==> config.mk <==
export PLATFORM = sky130hd
export DESIGN_NAME = ilt_ctrl
export DESIGN_NICKNAME = d
export VERILOG_FILES = /design/src/rtl/core/ilt_pkg.sv /design/src/rtl/core/ilt_ctrl.sv
export SDC_FILE = /design/constraint.sdc
export NUM_CORES = 1
export LEC_CHECK = 0
export ABC_AREA = 1
export BUFFER_PORTS_ARGS = -buffer_cell sky130_fd_sc_hd__buf_2
export CAP_MARGIN = 15
export CORE_MARGIN = 2
export CORE_UTILIZATION = 30
export DETAILED_ROUTE_END_ITERATION = 8
export GPL_TIMING_DRIVEN = 0
export SLEW_MARGIN = 10
export SYNTH_ARGS = -nofsm -noshare
export SYNTH_HDL_FRONTEND = slang
export SYNTH_SLANG_ARGS = --single-unit
==> constraint.sdc <==
create_clock -name clk_i -period 11.6 [get_ports clk_i]
set_input_delay 1.74 -clock clk_i [delete_from_list [all_inputs] [get_ports clk_i]]
set_output_delay 1.74 -clock clk_i [all_outputs]
set_load 0.005 [all_outputs]
==> src/rtl/core/ilt_pkg.sv <==
`timescale 1ns / 1ps
// ----------------------------------------------------------------------------
// ilt_pkg
// Types, operation codes and defaults of the indexed linked list table.
// ----------------------------------------------------------------------------
package ilt_pkg;

  localparam int SLOT_COUNT_DEF = 256;
  localparam int VALUE_BITS_DEF = 32;

  localparam int FUNC_W     = 4;
  localparam int IDX_W      = 9;
  localparam int SLOT_OUT_W = 8;

  localparam logic [FUNC_W-1:0] FN_INS_TAIL   = 4'd0;
  localparam logic [FUNC_W-1:0] FN_INS_AFTER  = 4'd1;
  localparam logic [FUNC_W-1:0] FN_INS_BEFORE = 4'd2;
  localparam logic [FUNC_W-1:0] FN_RM_VALUE   = 4'd3;
  localparam logic [FUNC_W-1:0] FN_POP        = 4'd4;
  localparam logic [FUNC_W-1:0] FN_RM_SLOT    = 4'd5;
  localparam logic [FUNC_W-1:0] FN_RM_TAIL    = 4'd6;
  localparam logic [FUNC_W-1:0] FN_FIND       = 4'd7;
  localparam logic [FUNC_W-1:0] FN_SWAP       = 4'd8;
  localparam logic [FUNC_W-1:0] FN_READ       = 4'd9;

  localparam logic signed [IDX_W-1:0] IDX_HEAD = -9'sd1;

  typedef enum logic [1:0] {
    STS_OK        = 2'd0,
    STS_NOT_FOUND = 2'd1,
    STS_FULL      = 2'd2,
    STS_BAD_SLOT  = 2'd3
  } status_e;

  typedef enum logic [3:0] {
    S_CLEAR,
    S_IDLE,
    S_CHK,
    S_HEAD,
    S_CHK2,
    S_WALK,
    S_PLACE1,
    S_PLACE2,
    S_SCAN_RD,
    S_SCAN_CK,
    S_REL1,
    S_REL2,
    S_SWAP1,
    S_SWAP2
  } state_e;

endpackage

==> src/rtl/core/ilt_ctrl.sv <==
`timescale 1ns / 1ps
// ----------------------------------------------------------------------------
// ilt_ctrl
// Sequencer of the list table: decodes one operation, walks and updates the
// slot memories by read-modify-write steps and produces the result.
// ----------------------------------------------------------------------------
module ilt_ctrl #(
  parameter int SLOT_COUNT = ilt_pkg::SLOT_COUNT_DEF,
  parameter int VALUE_BITS = ilt_pkg::VALUE_BITS_DEF
) (
  input  logic                                 clk_i,
  input  logic                                 rst_ni,
  input  logic                                 start_i,
  input  logic [ilt_pkg::FUNC_W-1:0]           func_i,
  input  logic [VALUE_BITS-1:0]                value_a_i,
  input  logic [VALUE_BITS-1:0]                value_b_i,
  input  logic signed [ilt_pkg::IDX_W-1:0]     slot_index_i,
  input  logic                                 backward_i,
  output logic                                 busy_o,
  output logic                                 done_o,
  output ilt_pkg::status_e                     status_o,
  output logic [$clog2(SLOT_COUNT)-1:0]        result_slot_o,
  output logic [VALUE_BITS-1:0]                result_value_o,
  output logic [$clog2(SLOT_COUNT)-1:0]        link_o,
  output logic [$clog2(SLOT_COUNT):0]          count_o,
  output logic                                 rd_en_o,
  output logic [$clog2(SLOT_COUNT)-1:0]        rd_addr_o,
  input  logic [VALUE_BITS-1:0]                rd_value_i,
  input  logic [$clog2(SLOT_COUNT)-1:0]        rd_prev_i,
  input  logic [$clog2(SLOT_COUNT)-1:0]        rd_next_i,
  output logic                                 val_we_o,
  output logic [$clog2(SLOT_COUNT)-1:0]        val_waddr_o,
  output logic [VALUE_BITS-1:0]                val_wdata_o,
  output logic                                 prev_we_o,
  output logic [$clog2(SLOT_COUNT)-1:0]        prev_waddr_o,
  output logic [$clog2(SLOT_COUNT)-1:0]        prev_wdata_o,
  output logic                                 next_we_o,
  output logic [$clog2(SLOT_COUNT)-1:0]        next_waddr_o,
  output logic [$clog2(SLOT_COUNT)-1:0]        next_wdata_o
);
  import ilt_pkg::*;

  localparam int SW = $clog2(SLOT_COUNT);
  localparam logic [SW:0]   LF_NONE  = (SW+1)'(SLOT_COUNT);
  localparam logic [SW-1:0] CLR_LAST = SW'(SLOT_COUNT - 1);

  state_e state_q, state_d;
  logic [SW-1:0] clr_q, clr_d;
  logic [SW-1:0] tail_q, tail_d;
  logic [SW:0]   count_q, count_d;
  logic [SW:0]   lf_q, lf_d;
  logic          done_q, done_d;

  logic [FUNC_W-1:0]        func_q, func_d;
  logic [VALUE_BITS-1:0]    va_q, va_d, vb_q, vb_d;
  logic signed [IDX_W-1:0]  idx_q, idx_d;
  logic                     back_q, back_d;
  logic                     phase_q, phase_d;
  logic [SW-1:0]            cur_q, cur_d;
  logic [SW-1:0]            a_q, a_d;
  logic [SW-1:0]            before_q, before_d, after_q, after_d;
  status_e                  sts_q, sts_d;
  logic [SW-1:0]            rslot_q, rslot_d, link_q, link_d;
  logic [VALUE_BITS-1:0]    rval_q, rval_d;

  logic          fin;
  status_e       fin_sts;
  logic          in_idx_ok, in_va_nz, in_vb_nz, full, found, slot_used;
  logic [SW-1:0] in_slot, lf_slot;
  logic [VALUE_BITS-1:0] tgt;

  assign in_idx_ok = (slot_index_i >= 1) && (slot_index_i < SLOT_COUNT);
  assign in_va_nz  = value_a_i != '0;
  assign in_vb_nz  = value_b_i != '0;
  assign in_slot   = SW'(slot_index_i);
  assign full      = lf_q == LF_NONE;
  assign lf_slot   = lf_q[SW-1:0];
  assign tgt       = phase_q ? vb_q : va_q;
  assign found     = rd_value_i == tgt;
  assign slot_used = rd_value_i != '0;

  // Next state
  always_comb begin
    state_d = state_q;
    cur_d   = cur_q;
    fin     = 1'b0;
    fin_sts = STS_OK;
    unique case (state_q)
      S_CLEAR: begin
        if (clr_q == CLR_LAST) state_d = S_IDLE;
      end
      S_IDLE: begin
        if (start_i) begin
          unique case (func_i)
            FN_INS_TAIL: begin
              if (!in_va_nz) begin
                fin = 1'b1; fin_sts = STS_NOT_FOUND;
              end else if (full) begin
                fin = 1'b1; fin_sts = STS_FULL;
              end else begin
                state_d = S_PLACE1; cur_d = lf_slot;
              end
            end
            FN_INS_AFTER, FN_INS_BEFORE: begin
              if (!in_va_nz) begin
                fin = 1'b1; fin_sts = STS_NOT_FOUND;
              end else if (func_i == FN_INS_AFTER && slot_index_i == 0) begin
                state_d = S_CHK; cur_d = '0;
              end else if (!in_idx_ok) begin
                fin = 1'b1; fin_sts = STS_BAD_SLOT;
              end else begin
                state_d = S_CHK; cur_d = in_slot;
              end
            end
            FN_RM_VALUE, FN_FIND, FN_SWAP: begin
              if (!in_va_nz || (func_i == FN_SWAP && !in_vb_nz)) begin
                fin = 1'b1; fin_sts = STS_NOT_FOUND;
              end else begin
                state_d = S_WALK; cur_d = '0;
              end
            end
            FN_POP: begin
              state_d = S_HEAD; cur_d = '0;
            end
            FN_RM_TAIL: begin
              if (tail_q == '0) begin
                fin = 1'b1; fin_sts = STS_NOT_FOUND;
              end else begin
                state_d = S_CHK2; cur_d = tail_q;
              end
            end
            FN_RM_SLOT: begin
              if (!in_idx_ok) begin
                fin = 1'b1; fin_sts = STS_BAD_SLOT;
              end else begin
                state_d = S_CHK2; cur_d = in_slot;
              end
            end
            FN_READ: begin
              if (slot_index_i == IDX_HEAD) begin
                if (!backward_i) begin
                  state_d = S_HEAD; cur_d = '0;
                end else if (tail_q == '0) begin
                  fin = 1'b1; fin_sts = STS_NOT_FOUND;
                end else begin
                  state_d = S_CHK2; cur_d = tail_q;
                end
              end else if (!in_idx_ok) begin
                fin = 1'b1; fin_sts = STS_BAD_SLOT;
              end else begin
                state_d = S_CHK2; cur_d = in_slot;
              end
            end
            default: begin
              fin = 1'b1; fin_sts = STS_NOT_FOUND;
            end
          endcase
        end
      end
      S_CHK: begin
        if (!(slot_used || (func_q == FN_INS_AFTER && cur_q == '0))) begin
          fin = 1'b1; fin_sts = STS_BAD_SLOT;
        end else if (full) begin
          fin = 1'b1; fin_sts = STS_FULL;
        end else begin
          state_d = S_PLACE1; cur_d = lf_slot;
        end
      end
      S_HEAD: begin
        if (rd_next_i == '0) begin
          fin = 1'b1; fin_sts = STS_NOT_FOUND;
        end else begin
          state_d = S_CHK2; cur_d = rd_next_i;
        end
      end
      S_CHK2: begin
        if (!slot_used) begin
          fin = 1'b1;
          fin_sts = (func_q == FN_RM_SLOT ||
                     (func_q == FN_READ && idx_q != IDX_HEAD)) ? STS_BAD_SLOT
                                                              : STS_NOT_FOUND;
        end else if (func_q == FN_READ) begin
          fin = 1'b1;
        end else begin
          state_d = S_REL1;
        end
      end
      S_WALK: begin
        if (found) begin
          if (func_q == FN_RM_VALUE) begin
            state_d = S_REL1;
          end else if (func_q == FN_FIND) begin
            fin = 1'b1;
          end else if (!phase_q) begin
            cur_d = '0;  // restart the walk for the second value
          end else begin
            state_d = S_SWAP1;
          end
        end else if (rd_next_i == '0) begin
          fin = 1'b1; fin_sts = STS_NOT_FOUND;
        end else begin
          cur_d = rd_next_i;
        end
      end
      S_PLACE1:  state_d = S_PLACE2;
      S_PLACE2:  state_d = S_SCAN_RD;
      S_SCAN_RD: begin
        if (full) fin = 1'b1;
        else      state_d = S_SCAN_CK;
      end
      S_SCAN_CK: begin
        if (!slot_used) fin = 1'b1;
        else            state_d = S_SCAN_RD;
      end
      S_REL1:  state_d = S_REL2;
      S_REL2:  fin = 1'b1;
      S_SWAP1: state_d = S_SWAP2;
      S_SWAP2: fin = 1'b1;
      default: state_d = S_IDLE;
    endcase
    if (fin) state_d = S_IDLE;
  end

  // Outputs and datapath
  always_comb begin
    clr_d    = clr_q;
    tail_d   = tail_q;
    count_d  = count_q;
    lf_d     = lf_q;
    done_d   = 1'b0;
    func_d   = func_q;
    va_d     = va_q;
    vb_d     = vb_q;
    idx_d    = idx_q;
    back_d   = back_q;
    phase_d  = phase_q;
    a_d      = a_q;
    before_d = before_q;
    after_d  = after_q;
    sts_d    = sts_q;
    rslot_d  = rslot_q;
    rval_d   = rval_q;
    link_d   = link_q;

    val_we_o     = 1'b0;
    val_waddr_o  = cur_q;
    val_wdata_o  = '0;
    prev_we_o    = 1'b0;
    prev_waddr_o = cur_q;
    prev_wdata_o = '0;
    next_we_o    = 1'b0;
    next_waddr_o = cur_q;
    next_wdata_o = '0;

    rd_en_o   = (state_d == S_CHK) || (state_d == S_HEAD) || (state_d == S_CHK2) ||
                (state_d == S_WALK) || (state_d == S_SCAN_CK);
    rd_addr_o = (state_d == S_SCAN_CK) ? lf_slot : cur_d;

    unique case (state_q)
      S_CLEAR: begin
        val_we_o  = 1'b1; val_waddr_o  = clr_q;
        prev_we_o = 1'b1; prev_waddr_o = clr_q;
        next_we_o = 1'b1; next_waddr_o = clr_q;
        clr_d     = clr_q + 1'b1;
      end
      S_IDLE: begin
        if (start_i) begin
          func_d   = func_i;
          va_d     = value_a_i;
          vb_d     = value_b_i;
          idx_d    = slot_index_i;
          back_d   = backward_i;
          phase_d  = 1'b0;
          before_d = tail_q;
          after_d  = '0;
        end
      end
      S_CHK: begin
        before_d = (func_q == FN_INS_AFTER) ? cur_q : rd_prev_i;
        after_d  = (func_q == FN_INS_AFTER) ? rd_next_i : cur_q;
      end
      S_WALK: begin
        if (found && func_q == FN_SWAP && !phase_q) begin
          phase_d = 1'b1;
          a_d     = cur_q;
        end
      end
      S_PLACE1: begin
        val_we_o  = 1'b1; val_wdata_o  = va_q;
        prev_we_o = 1'b1; prev_wdata_o = before_q;
        next_we_o = 1'b1; next_wdata_o = after_q;
      end
      S_PLACE2: begin
        next_we_o    = 1'b1;
        next_waddr_o = before_q;
        next_wdata_o = cur_q;
        if (after_q != '0) begin
          prev_we_o    = 1'b1;
          prev_waddr_o = after_q;
          prev_wdata_o = cur_q;
        end else begin
          tail_d = cur_q;
        end
        count_d = count_q + 1'b1;
        lf_d    = {1'b0, cur_q} + 1'b1;
      end
      S_SCAN_CK: begin
        if (slot_used) lf_d = lf_q + 1'b1;
      end
      S_REL1: begin
        val_we_o  = 1'b1;
        prev_we_o = 1'b1;
        next_we_o = 1'b1;
      end
      S_REL2: begin
        // unlink: read data still holds the removed slot's links
        next_we_o    = 1'b1;
        next_waddr_o = rd_prev_i;
        next_wdata_o = rd_next_i;
        if (tail_q == cur_q) begin
          tail_d = rd_prev_i;
        end else begin
          prev_we_o    = 1'b1;
          prev_waddr_o = rd_next_i;
          prev_wdata_o = rd_prev_i;
        end
        count_d = count_q - 1'b1;
        if ({1'b0, cur_q} < lf_q) lf_d = {1'b0, cur_q};
      end
      S_SWAP1: begin
        val_we_o    = 1'b1;
        val_waddr_o = a_q;
        val_wdata_o = vb_q;
      end
      S_SWAP2: begin
        val_we_o    = 1'b1;
        val_wdata_o = va_q;
      end
      default: ;
    endcase

    if (fin) begin
      done_d  = 1'b1;
      sts_d   = fin_sts;
      rslot_d = '0;
      rval_d  = '0;
      link_d  = '0;
      if (fin_sts == STS_OK) begin
        if (func_q != FN_SWAP) rslot_d = cur_q;
        if (func_q inside {FN_RM_VALUE, FN_POP, FN_RM_SLOT, FN_RM_TAIL, FN_READ}) begin
          rval_d = rd_value_i;
        end
        if (func_q == FN_READ) link_d = back_q ? rd_prev_i : rd_next_i;
      end
    end
  end

  always_ff @(posedge clk_i or negedge rst_ni) begin
    if (!rst_ni) begin
      state_q <= S_CLEAR;
      clr_q   <= '0;
      tail_q  <= '0;
      count_q <= '0;
      lf_q    <= (SW+1)'(1);
      done_q  <= 1'b0;
    end else begin
      state_q <= state_d;
      clr_q   <= clr_d;
      tail_q  <= tail_d;
      count_q <= count_d;
      lf_q    <= lf_d;
      done_q  <= done_d;
    end
  end

  always_ff @(posedge clk_i) begin
    func_q   <= func_d;
    va_q     <= va_d;
    vb_q     <= vb_d;
    idx_q    <= idx_d;
    back_q   <= back_d;
    phase_q  <= phase_d;
    cur_q    <= cur_d;
    a_q      <= a_d;
    before_q <= before_d;
    after_q  <= after_d;
    sts_q    <= sts_d;
    rslot_q  <= rslot_d;
    rval_q   <= rval_d;
    link_q   <= link_d;
  end

  assign busy_o         = state_q != S_IDLE;
  assign done_o         = done_q;
  assign status_o       = sts_q;
  assign result_slot_o  = rslot_q;
  assign result_value_o = rval_q;
  assign link_o         = link_q;
  assign count_o        = count_q;

endmodule

==> metrics.txt <==
Max Buffers Root-to-Sink 2; DRT iter0 DRCs ~1400; Power Density ~170 nW/µm²; number of flops mapped to enable cells by yosys ~150; Crit Path Category input port to output port; Compound-Gate Fraction of Synth Area 0.1258; Post-Synth Adder-Cell Area 0.01738; nets@finish 2134; register area share after synthesis 0.4525; total clock sinks 200; Tightest Hold Check Type register to register; Final period util 0.5519; CP Capture Type output port; Starting Density 0.3027; CP required ~9.9 ns; total CTS buffers 17; area delta synth->final 21.11%; Pre-antenna DRT Iters 6; most frequent cell after synthesis nand2_1; Distinct cells, synth 47; number of global-route vias before repair 12580; Most used DFF post-synth edfxtp_1; max_cap viols 0; Async S/R FF share, synth 0.1950; Setup Skew around 0.017 ns; syn nets 1839; total setup buffers inserted after CTS 0; Synth Cell Area 12670 µm²; most instantiated cells after synthesis nand2_1 (506), inv_1 (218), nor2_1 (186), edfxtp_1 (153), nand3_1 (125); synth warn 0; Std-Cell Rows 75; clock-pin slew on the worst setup and hold paths ~0.08 ns; vias per cell 5.217; Final min period between 6 and 7 ns; CP max FO 7; # H-tree levels 4; IO Port Bufs ~270; CTS tree yes; number of I/O pins about 270; share of the synthesized area in the top cell type 0.3627; top cells by area, synth edfxtp_1 (36%), nand2_1 (15%), dfrtp_1 (7.5%); Mapped Cells about 1700; register bit total from synthesis 200; global-route wire length before repair 77790 µm; final setup fails 0; Arrival @ worst endpoint around 4.7 ns; fraction of layout cells with a size suffix above 1 0.1894; f_max 156.2 MHz; cell area after layout between 15000 and 20000 µm²; post-synthesis simple-gate area fraction 0.3030; post-DP HPWL roughly 42000 µm; largest family of logic cells by synthesized area simple AND/OR/NAND/NOR gates; GRT overflow 0; final hold violations 0; GP Congestion between 0.9 and 1; total track usage 0.2374; final-layout fill cell count around 4500; dpl cell area between 10000 and 15000 µm²; Die Y 209.5 µm; WL/cell 20.61 µm; worst rel slew slack 0.2827; core area roughly 42000 µm²; DRC violation count after routing 0; initial antenna violation count 3; Chip Width ~210 µm; XOR/XNOR Fraction of Synth Area 0.01106; Synth area leader edfxtp_1; Via Count 13270; post-CTS sizing 0; largest net degree at the start of global routing 40; Power Total ~2600 µW; status finished, final reports clean; clk root buf clkbuf_16; worst slew pin tran about 1.1 ns; syn avg cell area about 7.5 µm²; CTS hold repair buffers 0; Routed WL 52400 µm; maximum VDD drop 0.00009584 V; RSZ-0062 raised after global routing no; post-synthesis mux area share 0; fin. max-slew vios 0; Die Area between 40000 and 50000 µm²; Setup TNS 0 ns; CP startpoint kind input port; post-route ant nets 0; worst skew pair latency about 0.48 ns; Pleak 0.007178 µW
final cells by class:
| cell class | count | area [µm²] | area share |
|---|---|---|---|
| well taps | 539 | 674.4 | 0.04396 |
| diodes | 3 | 7.507 | 0.0004894 |
| clock buffers | 18 | 429.2 | 0.02797 |
| repair buffers | 276 | 1426 | 0.09298 |
| plain buffers | 59 | 296.5 | 0.01933 |
| clock inverters | 14 | 128.9 | 0.008401 |
| multi-input cells | 1210 | 5801 | 0.3781 |
| inverters | 224 | 845.8 | 0.05513 |
| flip-flops and latches | 200 | 5732 | 0.3736 |
cells by family (layout without fill, tap and decap cells):
group,count (synthesis),count (layout)
other,0,3
buffers and inverters,283,591
AOI/OAI and AO/OA,270,270
DFF,200,200
adders and majority gates,17,17
xor gates and xnor gates,16,16
and+or+nand+nor,907,907
through the flow:
stage | cells | hold WS (ns) | setup WS [ns] | util
after floorplan | 1693 | 0.4288 | 4.141 | -
after global placement | 2505 | 0.4737 | 1.623 | 0.3514
after detailed placement | 2508 | 0.4791 | 5.395 | 0.3530
after CTS | 2540 | 0.4985 | 5.377 | 0.3664
after global routing | 2543 | 0.5316 | 5.104 | 0.3665
final | 2543 | 0.4939 | 5.198 | 0.3665
path summary, 6_finish.rpt:
kind,start,end,slack (ns),depth (start not counted)
worst max-delay path,rd_value_i[17],rd_addr_o[5],5.20,15
min in group asynchronous,rst_ni,done_o,1.44,1
max in group asynchronous,rst_ni,lf_q[5],9.47,1
worst max register to register,state_q[2],count_o[8],7.24,18
worst min register to register,lf_q[3],lf_q[3],0.49,2
worst min-delay path,lf_q[3],lf_q[3],0.49,2
sequential cells by signal, summed over array words and instances (netlist names):
signal,count
result_value_o,32
va_q,32
vb_q,32
count_o,9
idx_q,9
lf_q,9
a_q,8
after_q,8
before_q,8
clr_q,8
cur_q,8
link_o,8
result_slot_o,8
tail_q,8
func_q,4
state_q,4
status_o,2
back_q,1
done_o,1
phase_q,1
worst max-delay path, cell delays in order:
cell	delay, ns
buf_2	0.11
inv_1	0.14
nand4_1	0.12
nor2_1	0.17
nand2_1	0.14
nor2_1	0.53
nand2_1	0.38
o21ai_0	0.40
a21oi_1	0.13
nand3_1	0.12
nand2_1	0.06
nand2_1	0.12
nand2_1	0.06
o21ai_0	0.23
buf_2	0.21
metal layers:
metal  GRT usage  share of wire
met5           0              0
met4     0.09195          0.031
met3     0.03382          0.084
met2      0.3708           0.45
met1      0.3333           0.44
cells in the final DEF (no fill, tap or decap), types with 16 or more instances in the layout:
master,count
nand2_1,506
buf_2,282
inv_1,217
nor2_1,185
edfxtp_1,153
nand3_1,125
o21ai_0,119
a21oi_1,61
clkbuf_1,40
dfrtp_1,38
nor2_2,34
nand4_1,25
o211ai_1,21
o221ai_1,17
clkbuf_16,17
ha_1,16
power breakdown:
group | internal [µW] | switching [µW] | total (µW)
Sequential | 913 | 86.8 | 1000
Clock | 285 | 309 | 594
Combinational | 320 | 699 | 1020
Total | 1520 | 1090 | 2610
(Power assumes the default switching activity.)
